**src/hw/rtl/msw_pkg.sv**
```systemverilog
package msw_pkg;

    localparam int DATA_W = 32;
    localparam int SLOT_W = 6;
    localparam int CMD_W  = 2;
    localparam int STS_W  = 2;

    localparam logic [CMD_W-1:0] CMD_TICK    = 2'd0;
    localparam logic [CMD_W-1:0] CMD_REQUEST = 2'd1;
    localparam logic [CMD_W-1:0] CMD_FREE    = 2'd2;
    localparam logic [CMD_W-1:0] CMD_KICK    = 2'd3;

    localparam logic [STS_W-1:0] STS_OK      = 2'd0;
    localparam logic [STS_W-1:0] STS_REFUSED = 2'd1;
    localparam logic [STS_W-1:0] STS_EXPIRED = 2'd2;

    // One access to the slot table per cycle.
    typedef struct packed {
        logic [SLOT_W-1:0] addr;
        logic              rd_en;    // read timeout and last kick
        logic              wr_claim; // write both words, mark active
        logic              wr_kick;  // write last kick only
        logic              clr;      // mark free
        logic [DATA_W-1:0] timeout;
        logic [DATA_W-1:0] tick;
    } t_mem_req;

endpackage

```
**src/hw/rtl/msw_if.sv**
```systemverilog
interface msw_cmd_if;
    logic                           valid;
    logic                           ready;
    logic [msw_pkg::CMD_W-1:0]      command;
    logic [msw_pkg::SLOT_W-1:0]     slot;
    logic [msw_pkg::DATA_W-1:0]     interval;

    modport source (output valid, output command, output slot, output interval,
                    input ready);
    modport sink   (input valid, input command, input slot, input interval,
                    output ready);
endinterface

interface msw_rsp_if;
    logic                           valid;
    logic                           ready;
    logic [msw_pkg::STS_W-1:0]      status;
    logic [msw_pkg::SLOT_W-1:0]     slot_out;

    modport source (output valid, output status, output slot_out, input ready);
    modport sink   (input valid, input status, input slot_out, output ready);
endinterface

```
**src/hw/rtl/msw_slot_mem.sv**
```systemverilog
module msw_slot_mem #(
    parameter int SLOTS = 16
) (
    input  logic                         i_clk,
    input  logic                         i_rst_n,
    input  msw_pkg::t_mem_req            i_req,
    output logic [SLOTS-1:0]             o_active,
    output logic [msw_pkg::DATA_W-1:0]   o_rd_timeout,
    output logic [msw_pkg::DATA_W-1:0]   o_rd_last_kick
);
    localparam int IDX_W = (SLOTS > 1) ? $clog2(SLOTS) : 1;

    logic [msw_pkg::DATA_W-1:0] mem_timeout [SLOTS];
    logic [msw_pkg::DATA_W-1:0] mem_kick    [SLOTS];
    logic [SLOTS-1:0]           r_active;
    logic [IDX_W-1:0]           addr;

    assign addr     = i_req.addr[IDX_W-1:0];
    assign o_active = r_active;

    // Active bits: cleared at reset, so table words need no clearing pass.
    always_ff @(posedge i_clk) begin
        if (!i_rst_n) begin
            r_active <= '0;
        end else if (i_req.wr_claim) begin
            r_active[addr] <= 1'b1;
        end else if (i_req.clr) begin
            r_active[addr] <= 1'b0;
        end
    end

    always_ff @(posedge i_clk) begin
        if (i_req.wr_claim) begin
            mem_timeout[addr] <= i_req.timeout;
        end
        if (i_req.rd_en) begin
            o_rd_timeout <= mem_timeout[addr];
        end
    end

    always_ff @(posedge i_clk) begin
        if (i_req.wr_claim || i_req.wr_kick) begin
            mem_kick[addr] <= i_req.tick;
        end
        if (i_req.rd_en) begin
            o_rd_last_kick <= mem_kick[addr];
        end
    end

endmodule

```
**src/hw/rtl/multi_slot_watchdog.sv**
```systemverilog
// Channel  | Dir | Beat fields                      | Accepted when
// i_cmd    | in  | command, slot, interval          | valid && ready
// o_rsp    | out | status, slot_out                 | valid && ready
//
// One command is in work at a time; every command gives exactly one response beat.
// Work from the accepting edge to the response in the output register: tick reads
// the table once per slot, compares each slot in the cycle after its read and stops
// at the first expired slot; request tests one active bit per cycle and stops at the
// first free slot; free, kick and zero-interval requests go straight to the done state.
// Reset (synchronous, active low) clears the tick counter and all active bits.
// A finished response waits in the output register; the next command is taken
// meanwhile and holds in its final state until the output register frees.
module multi_slot_watchdog #(
    parameter int SLOTS = 16
) (
    input  logic        i_clk,
    input  logic        i_rst_n,
    msw_cmd_if.sink     i_cmd,
    msw_rsp_if.source   o_rsp
);
    localparam int IDX_W = (SLOTS > 1) ? $clog2(SLOTS) : 1;
    localparam int CNT_W = $clog2(SLOTS + 1);

    localparam logic [1:0] ST_IDLE = 2'd0;
    localparam logic [1:0] ST_SCAN = 2'd1;
    localparam logic [1:0] ST_DONE = 2'd2;

    logic [1:0]                       r_state, n_state;
    logic [msw_pkg::CMD_W-1:0]        r_op, n_op;
    logic [msw_pkg::DATA_W-1:0]       r_tick, n_tick;
    logic [msw_pkg::DATA_W-1:0]       r_interval, n_interval;
    logic [CNT_W-1:0]                 r_idx, n_idx;
    logic                             r_chk_vld, n_chk_vld;
    logic                             r_chk_act, n_chk_act;
    logic [IDX_W-1:0]                 r_chk_idx, n_chk_idx;
    logic [msw_pkg::STS_W-1:0]        r_res_status, n_res_status;
    logic [msw_pkg::SLOT_W-1:0]       r_res_slot, n_res_slot;
    logic                             r_out_vld, n_out_vld;
    logic [msw_pkg::STS_W-1:0]        r_out_status, n_out_status;
    logic [msw_pkg::SLOT_W-1:0]       r_out_slot, n_out_slot;

    msw_pkg::t_mem_req                mem_req;
    logic [SLOTS-1:0]                 active;
    logic [msw_pkg::DATA_W-1:0]       rd_timeout;
    logic [msw_pkg::DATA_W-1:0]       rd_last_kick;
    logic [msw_pkg::DATA_W-1:0]       age;
    logic                             cmd_beat;
    logic                             slot_ok;
    logic                             scan_more;
    logic                             scan_last;
    logic [IDX_W-1:0]                 scan_idx;

    msw_slot_mem #(.SLOTS(SLOTS)) u_mem (
        .i_clk          (i_clk),
        .i_rst_n        (i_rst_n),
        .i_req          (mem_req),
        .o_active       (active),
        .o_rd_timeout   (rd_timeout),
        .o_rd_last_kick (rd_last_kick)
    );

    assign i_cmd.ready    = (r_state == ST_IDLE);
    assign cmd_beat       = i_cmd.valid && i_cmd.ready;
    assign slot_ok        = (i_cmd.slot < msw_pkg::SLOT_W'(SLOTS));
    assign scan_more      = (r_idx < CNT_W'(SLOTS));
    assign scan_last      = (r_idx == CNT_W'(SLOTS - 1));
    assign scan_idx       = r_idx[IDX_W-1:0];
    assign age            = r_tick - rd_last_kick;

    assign o_rsp.valid    = r_out_vld;
    assign o_rsp.status   = r_out_status;
    assign o_rsp.slot_out = r_out_slot;

    // Table access for the current cycle.
    always_comb begin
        mem_req         = '0;
        mem_req.tick    = r_tick;
        mem_req.timeout = r_interval;
        if (r_state == ST_IDLE) begin
            mem_req.addr = i_cmd.slot;
            if (cmd_beat && slot_ok) begin
                // Kick refreshes only an active slot; free drops the active bit.
                mem_req.wr_kick = (i_cmd.command == msw_pkg::CMD_KICK)
                                  && active[i_cmd.slot[IDX_W-1:0]];
                mem_req.clr     = (i_cmd.command == msw_pkg::CMD_FREE);
            end
        end else if (r_state == ST_SCAN) begin
            mem_req.addr = msw_pkg::SLOT_W'(r_idx);
            if (r_op == msw_pkg::CMD_TICK) begin
                mem_req.rd_en = scan_more;
            end else begin
                mem_req.wr_claim = scan_more && !active[scan_idx];
            end
        end
    end

    always_comb begin
        n_state      = r_state;
        n_op         = r_op;
        n_tick       = r_tick;
        n_interval   = r_interval;
        n_idx        = r_idx;
        n_chk_vld    = 1'b0;
        n_chk_act    = r_chk_act;
        n_chk_idx    = r_chk_idx;
        n_res_status = r_res_status;
        n_res_slot   = r_res_slot;
        n_out_vld    = r_out_vld && !o_rsp.ready;
        n_out_status = r_out_status;
        n_out_slot   = r_out_slot;

        unique case (r_state)
            ST_IDLE: begin
                if (cmd_beat) begin
                    n_op         = i_cmd.command;
                    n_interval   = i_cmd.interval;
                    n_idx        = '0;
                    n_res_status = msw_pkg::STS_OK;
                    n_res_slot   = '0;
                    unique case (i_cmd.command)
                        msw_pkg::CMD_TICK: begin
                            // Advance the counter first; the scan sees the new value.
                            n_tick  = r_tick + 1'b1;
                            n_state = ST_SCAN;
                        end
                        msw_pkg::CMD_REQUEST: begin
                            if (i_cmd.interval == '0) begin
                                n_res_status = msw_pkg::STS_REFUSED;
                                n_state      = ST_DONE;
                            end else begin
                                n_state = ST_SCAN;
                            end
                        end
                        default: begin
                            // Free and kick finish in the table write above.
                            n_state = ST_DONE;
                        end
                    endcase
                end
            end
            ST_SCAN: begin
                if (r_op == msw_pkg::CMD_TICK) begin
                    // Issue stage: read slot r_idx, remember its active bit.
                    if (scan_more) begin
                        n_idx     = r_idx + 1'b1;
                        n_chk_vld = 1'b1;
                        n_chk_act = active[scan_idx];
                        n_chk_idx = scan_idx;
                    end
                    // Check stage: slot read in the previous cycle.
                    if (r_chk_vld) begin
                        if (r_chk_act && (age > rd_timeout)) begin
                            n_res_status = msw_pkg::STS_EXPIRED;
                            n_res_slot   = msw_pkg::SLOT_W'(r_chk_idx);
                            n_state      = ST_DONE;
                        end else if (r_chk_idx == IDX_W'(SLOTS - 1)) begin
                            n_state = ST_DONE;
                        end
                    end
                end else begin
                    // Request: claim the first free slot, else refuse at the end.
                    if (!active[scan_idx]) begin
                        n_res_slot = msw_pkg::SLOT_W'(r_idx);
                        n_state    = ST_DONE;
                    end else if (scan_last) begin
                        n_res_status = msw_pkg::STS_REFUSED;
                        n_state      = ST_DONE;
                    end else begin
                        n_idx = r_idx + 1'b1;
                    end
                end
            end
            ST_DONE: begin
                // Hold until the output register is free.
                if (!r_out_vld || o_rsp.ready) begin
                    n_out_vld    = 1'b1;
                    n_out_status = r_res_status;
                    n_out_slot   = r_res_slot;
                    n_state      = ST_IDLE;
                end
            end
            default: begin
                n_state = ST_IDLE;
            end
        endcase
    end

    always_ff @(posedge i_clk) begin
        if (!i_rst_n) begin
            r_state   <= ST_IDLE;
            r_tick    <= '0;
            r_chk_vld <= 1'b0;
            r_out_vld <= 1'b0;
        end else begin
            r_state   <= n_state;
            r_tick    <= n_tick;
            r_chk_vld <= n_chk_vld;
            r_out_vld <= n_out_vld;
        end
    end

    always_ff @(posedge i_clk) begin
        r_op         <= n_op;
        r_interval   <= n_interval;
        r_idx        <= n_idx;
        r_chk_act    <= n_chk_act;
        r_chk_idx    <= n_chk_idx;
        r_res_status <= n_res_status;
        r_res_slot   <= n_res_slot;
        r_out_status <= n_out_status;
        r_out_slot   <= n_out_slot;
    end

endmodule

```
**src/flat_wrapper.sv**
```systemverilog
// flat-port wrapper written by rule: the top's interface ports become plain ports
module multi_slot_watchdog_flat 
#(
    parameter int SLOTS = 16
)
  (i_clk, i_rst_n, i_cmd_valid, i_cmd_command, i_cmd_slot, i_cmd_interval, i_cmd_ready, o_rsp_valid, o_rsp_status, o_rsp_slot_out, o_rsp_ready);
  msw_cmd_if i_cmd_i ();
  msw_rsp_if o_rsp_i ();
  input  logic i_clk;
  input  logic i_rst_n;
  input wire logic [$bits(i_cmd_i.valid)-1:0] i_cmd_valid;
  input wire logic [$bits(i_cmd_i.command)-1:0] i_cmd_command;
  input wire logic [$bits(i_cmd_i.slot)-1:0] i_cmd_slot;
  input wire logic [$bits(i_cmd_i.interval)-1:0] i_cmd_interval;
  output wire logic [$bits(i_cmd_i.ready)-1:0] i_cmd_ready;
  output wire logic [$bits(o_rsp_i.valid)-1:0] o_rsp_valid;
  output wire logic [$bits(o_rsp_i.status)-1:0] o_rsp_status;
  output wire logic [$bits(o_rsp_i.slot_out)-1:0] o_rsp_slot_out;
  input wire logic [$bits(o_rsp_i.ready)-1:0] o_rsp_ready;
  assign i_cmd_i.valid = i_cmd_valid;
  assign i_cmd_i.command = i_cmd_command;
  assign i_cmd_i.slot = i_cmd_slot;
  assign i_cmd_i.interval = i_cmd_interval;
  assign i_cmd_ready = i_cmd_i.ready;
  assign o_rsp_valid = o_rsp_i.valid;
  assign o_rsp_status = o_rsp_i.status;
  assign o_rsp_slot_out = o_rsp_i.slot_out;
  assign o_rsp_i.ready = o_rsp_ready;
  multi_slot_watchdog #(.SLOTS(SLOTS)) u_core (.i_clk(i_clk), .i_rst_n(i_rst_n), .i_cmd(i_cmd_i), .o_rsp(o_rsp_i));
endmodule
```
**config.mk**
```make
export PLATFORM = sky130hd
export DESIGN_NAME = multi_slot_watchdog_flat
export DESIGN_NICKNAME = d
export VERILOG_FILES = /design/src/hw/rtl/msw_pkg.sv /design/src/hw/rtl/msw_if.sv /design/src/hw/rtl/msw_slot_mem.sv /design/src/hw/rtl/multi_slot_watchdog.sv /design/src/flat_wrapper.sv
export SDC_FILE = /design/constraint.sdc
export NUM_CORES = 1
export LEC_CHECK = 0
export BUFFER_PORTS_ARGS = -buffer_cell sky130_fd_sc_hd__buf_4
export CAP_MARGIN = 0
export CELL_PAD_IN_SITES_DETAIL_PLACEMENT = 0
export CELL_PAD_IN_SITES_GLOBAL_PLACEMENT = 1
export CORE_MARGIN = 2
export CORE_UTILIZATION = 27
export DETAILED_ROUTE_END_ITERATION = 12
export PLACE_DENSITY_LB_ADDON = 0.25
export SLEW_MARGIN = 25
export SYNTH_ARGS = -nofsm -noshare
export SYNTH_HDL_FRONTEND = slang
export SYNTH_HIERARCHICAL = 1
export SYNTH_SLANG_ARGS = --single-unit
```
**constraint.sdc**
```tcl
create_clock -name i_clk -period 4.2 [get_ports i_clk]
set_input_delay 0 -clock i_clk [delete_from_list [all_inputs] [get_ports i_clk]]
set_output_delay 0 -clock i_clk [all_outputs]
set_load 0.005 [all_outputs]
```
Word level (Yosys, flattened, before mapping) --
Memory sizes are Yosys's and may differ from the RTL's. A register that Yosys moved wholly into a read port is not among the register bits. Index checks and enable logic that the tools add are counted.
Cells by class: add/subtract/negate cells 3, $lt $le $gt $ge 7, equality and inequality tests 18, mux-type cells 54, bitwise gates (word level) 3, reductions and logical operators 27
Operator list (number):
- two-way mux 2 bit | 19
- two-way mux 6 bit | 6
- adder 32 x 1 -> 32 bit (second input constant) | 1
- greater-than comparator 32 bit | 1
- zero test 32 bit | 1
- two-way mux 16 bit | 2
- subtractor 32 bit | 1
- two-way mux 5 bit | 5
- bitwise AND 16 bit | 1
- NOT 16 bit | 1
- OR 16 bit | 1
- less-than comparator 4 x 5 -> 1 bit (second input constant) | 3
- AND reduction 5 bit | 3
- two-way mux 1 bit | 13
- != test 3 bit (second input constant) | 4
- one-hot mux 6 bit (2 select lines) | 1
- one-hot mux 5 bit (2 select lines) | 1
- != test 3 x 2 -> 1 bit (second input constant) | 3
- AND reduction 3 bit | 3
- binary-select mux 1 bit (select 4 bit) | 2
- one-hot mux 2 bit (2 select lines) | 2
- logical AND 1 bit | 7
- equality test 2 bit (second input constant) | 3
- zero test 2 bit | 3
- 19 further kinds | 25
Word-level totals: bits in registers 112, RAM bits 1024, bits of input ports 44, output and inout port bits 10, logic and storage cells 128, memories 2
Memories:
- u_core.u_mem.mem_kick | words 16, bits a word 32, read ports 1, clocked after memory_dff 1, wr ports 1, RTL line msw_slot_mem.sv:14 | logic [msw_pkg::DATA_W-1:0] mem_kick [SLOTS];
- u_core.u_mem.mem_timeout | words 16, bits a word 32, read ports 1, clocked after memory_dff 1, wr ports 1, RTL line msw_slot_mem.sv:13 | logic [msw_pkg::DATA_W-1:0] mem_timeout [SLOTS];

Longest topological paths before layout --
depth in word-level cells 15, mapped depth 21, mapped depth without buffers 21

Cells and area by module --
Netlist, hierarchy kept.
Modules (own cells, without submodules):
- msw_slot_mem | times used 1, cells each 1742, area each 40963.0 µm², seq. area each 32991.6 µm²
- multi_slot_watchdog | times used 1, cells each 705, area each 6612.6 µm², seq. area each 2462.4 µm²

Worst setup path after synthesis --
Ideal clock, no wire load.
path kind reg2reg, start reg u_core/r_tick[0] in the netlist's numbering, end reg u_core/r_res_slot[0] in the netlist's numbering, enable pin, library setup time 0.351 ns, data arrival time 4.269 ns, required time 3.849 ns, slack -0.420 ns, stages on the path, launching flop included 20, path buffers 0, clock period less this slack 4.620 ns, cell sequence dfxtp_1 > inv_1 > ha_1 > inv_1 > fa_1 > a21o_1 > nand4_1 > a2111oi_0 > nor3_1 > nor2_1 > a21oi_1 > o31ai_1 > xor2_1 > ha_1 > nand4_1 > or4_1 > nor2_1 > a211oi_1 > a211o_1 > a21oi_1
Between the ends: word-level cells in the longest chain between the ends 5
Ends and longest elaborated chain:
- start, declared | RTL line multi_slot_watchdog.sv:30 | logic [msw_pkg::DATA_W-1:0] r_tick, n_tick;
- start signal, assigned | RTL line multi_slot_watchdog.sv:196 | r_tick <= n_tick;
- subtractor 32 bit | RTL line multi_slot_watchdog.sv:68 | assign age = r_tick - rd_last_kick;
- greater-than comparator 32 bit | RTL line multi_slot_watchdog.sv:152 | if (r_chk_act && (age > rd_timeout)) begin
- logical AND 1 bit | RTL line multi_slot_watchdog.sv:152
- != test 3 bit (no line)
- AND reduction 5 bit (no line)
- end signal, assigned | RTL line multi_slot_watchdog.sv:209 | r_res_slot <= n_res_slot;
- end, declared | RTL line multi_slot_watchdog.sv:37 | logic [msw_pkg::SLOT_W-1:0] r_res_slot, n_res_slot;
Every way passes these cells. A chain may end at the register's enable or synchronous reset.

Worst setup path after layout --
start reg u_core/u_mem/o_rd_last_kick[0] in the netlist's numbering, read port of u_core.u_mem.mem_kick, end reg u_core/r_res_slot[3] in the netlist's numbering, enable pin
Between the ends: word-level cells in the longest chain between the ends 5
Ends and longest elaborated chain:
- start, declared | RTL line msw_slot_mem.sv:9 | output logic [msw_pkg::DATA_W-1:0] o_rd_last_kick
- subtractor 32 bit | RTL line multi_slot_watchdog.sv:68
- greater-than comparator 32 bit | RTL line multi_slot_watchdog.sv:152
- logical AND 1 bit | RTL line multi_slot_watchdog.sv:152
- != test 3 bit (no line)
- AND reduction 5 bit (no line)
Every way passes these cells.

==> qor.yml <==
r2r_slack_ns: -0.41
violations: "setup timing"
clk_pin_slew_ns: 0.06
yosys_warnings: 6
first_pass_iters: 5
area_growth_syn_to_layout_pct: 22.2
finalSetupViolCount: 9
place_inst: 4936
p_per_area_nw_per_um2: 475
critical_path_required_ns: 4.71
max_stage_delay_ns: 0.58
p_total_mw: 27.6
fmax_mhz: 217
routabilityCongestion: 0.790
slew_headroom_pct: 42.5
fp.dieW_microns: 424
layout_setup_ws_ns: -0.407
rr_startpoint: "u_core/u_mem/o_rd_last_kick[0]$_DFFE_PP_"
synth_nets: 2555
startpoint: "u_core/u_mem/o_rd_last_kick[0]$_DFFE_PP_"
ios: 54
htreeDepth: 4
min_path_cells: 7
status: "finished, violations left"
first_iter_violations: 1868
clkSinkCount: 1198
finClkSkew_ns: 0.0559
fin_crit_ns: 4.61
wl_per_cell_microns: 24.2
crit_slowest_cell: "or4_4"
drc: 0
crit_arrival_ns: 5.11
finalNetCount: 2920
cp-end-kind: "register"
crit_fanout: 5
numCtsBuffers: 132
route.vias.total: 24469
syn_inst: 2444
maxSlewViolCount: 0
num_rows: 154
setup_tns_ns: -3.50
start_util_pct: 27.1
antenna_found_initial: 5
worst_setup_path_start_kind: "register"
core_sq_um: 176000
finalCritPeriodShare_pct: 110
cts_tree: "yes"
clockBufferDepth: 3
worst_pin_slew_ns: 0.858
finalHoldViolCount: 0
fillCellCount: 16599
grt_pass1_vias: 25815
die_y_microns: 424
maxCapViolations: 0
clkLatencyLatePin_ns: 0.78
hold_class: "input pin to register"
hpwl_mm: 72.2
ff2ff_path_depth: 21
cp_num_buf_inv: 5
post-place-ws_ns: -0.670
ant_nets: 0
grt-ovfl-total: 0
vias_per_cell: 4.65
stdcell_count: 5257
rsz0062_at_grt: "true"
synth_area_sq_um: 47600
p_leak_nw: 18.8
path_common_cell: "buf_4"
irDropWorstVdd_v: 0.000341
grt_pass1_wl_mm: 183
critical_path_class: "register to register"
port_buffers: 52
grt_max_degree: 68
routed_wl_mm: 127
worstPathCellList: "ha_4, buf_4, buf_4, nor2b_2, o31a_1, o2111ai_4, a21oi_2, o221ai_1, buf_4, o21ai_2, buf_4, o211ai_1, ha_1, nand4_1, or4_4, o31ai_4, nor2_4, a211oi_2, buf_4, a211o_1, a21oi_4"
cp_top_family: "compound AO/OA/AOI/OAI gates"
avgSynthCellArea_sq_um: 19.5
grt.total_usage_pct: 14.1
die-area_sq_um: 180000
cts-root-buf: "clkbuf_16"
path_depth: 21
hp-start: "i_cmd_slot[5]"
drive_gt1_share_pct: 28.3
[area by class of cell]
cell class              count  area [sq um]  area share, %
clock inverters            78           790           1.36
flip-flops and latches   1198         35500           61.1
diodes                      1          2.50        0.00431
multi-input cells        1044         11600           20.0
inverters                  89           337          0.579
repair buffers            344          3480           6.00
well taps                2340          2930           5.04
clock buffers             163          3440           5.92
[worst reg2reg max path: stages, from the launching register on]
cell,delay (ns)
edfxtp_1,0.41
ha_4,0.18
buf_4,0.12
buf_4,0.12
nor2b_2,0.12
o31a_1,0.24
o2111ai_4,0.18
a21oi_2,0.19
o221ai_1,0.13
buf_4,0.16
o21ai_2,0.20
buf_4,0.16
o211ai_1,0.11
ha_1,0.31
nand4_1,0.13
or4_4,0.58
o31ai_4,0.27
nor2_4,0.05
a211oi_2,0.25
buf_4,0.19
a211o_1,0.18
a21oi_4,0.07
[state kept, by name (all words and copies together), names as in the netlist, named ones only]
signal and count:
u_core/r_tick 32, u_core/r_interval 32, u_core/o_rsp.slot_out 5, u_core/r_res_slot 5
u_core/r_chk_vld 1, u_core/u_mem/mem_kick 512, u_core/r_state 2, u_core/r_res_status 2
u_core/u_mem/mem_timeout 512, u_core/r_chk_act 1, u_core/u_mem/o_rd_timeout 32, u_core/o_rsp.valid 1
u_core/r_chk_idx 4, u_core/u_mem/o_rd_last_kick 32, u_core/r_idx 5, u_core/o_rsp.status 2
u_core/r_op 2
[layout by cell type, fill, tap and decap left out, types with 29 or more instances in the layout]
cell type / instances
a21oi_1: 40
a22oi_1: 128
and2_1: 31
buf_12: 58
buf_4: 216
clkbuf_1: 29
clkbuf_16: 132
dfxtp_1: 39
dlygate4sd3_1: 69
edfxtp_1: 1146
ha_1: 63
inv_1: 73
mux4_2: 266
nand2_1: 115
nand3_1: 34
nor2_1: 40
o21ai_0: 33
xnor2_1: 42
[layer usage]
layer | GRT usage [%] | vias up | routed length, microns
met2 | 24.1 | 506 | 63600
li1 | - | 10697 | -
met1 | 18.7 | 13077 | 56000
met3 | 2.09 | 187 | 4640
met4 | 4.00 | 2 | 2890
met5 | 0 | - | 11
[timing repair]
action | CTS | global route
endpoints found under the setup margin | 9 | 9
resized for setup | 22 | 25
gates cloned | 0 | 0
setup buffers | 6 | 4
pin swaps | 19 | 28
hold buffers | 69 | 0
endpoints found under the hold margin | 106 | 0
[power breakdown]
part / internal (mW) / switching, mW / leakage, nW
Clock: 6.36 / 4.87 / 2.05
Combinational: 1.24 / 1.61 / 6.21
Sequential: 13.3 / 0.178 / 10.5
Total: 20.9 / 6.66 / 18.8
[metrics by stage]
stage	hold slack (ns)	util, %	area, sq um
3_3_place_gp	0.190	30.1	52900
3_5_place_dp	0.191	30.1	52900
6_report	0.0779	33.1	58100
2_1_floorplan	0.0989	-	47600
5_1_grt	0.0861	33.1	58100
4_1_cts	0.0444	33.0	57900
[worst paths after layout]
kind	end
worst min register to register	u_core/o_rsp.status[0]$_DFFE_PP_
worst max-delay path	u_core/r_res_slot[3]$_SDFFCE_PN0P_
worst max register to register	u_core/r_res_slot[3]$_SDFFCE_PN0P_
worst min-delay path	register
Power figures use the tool's default switching activity.
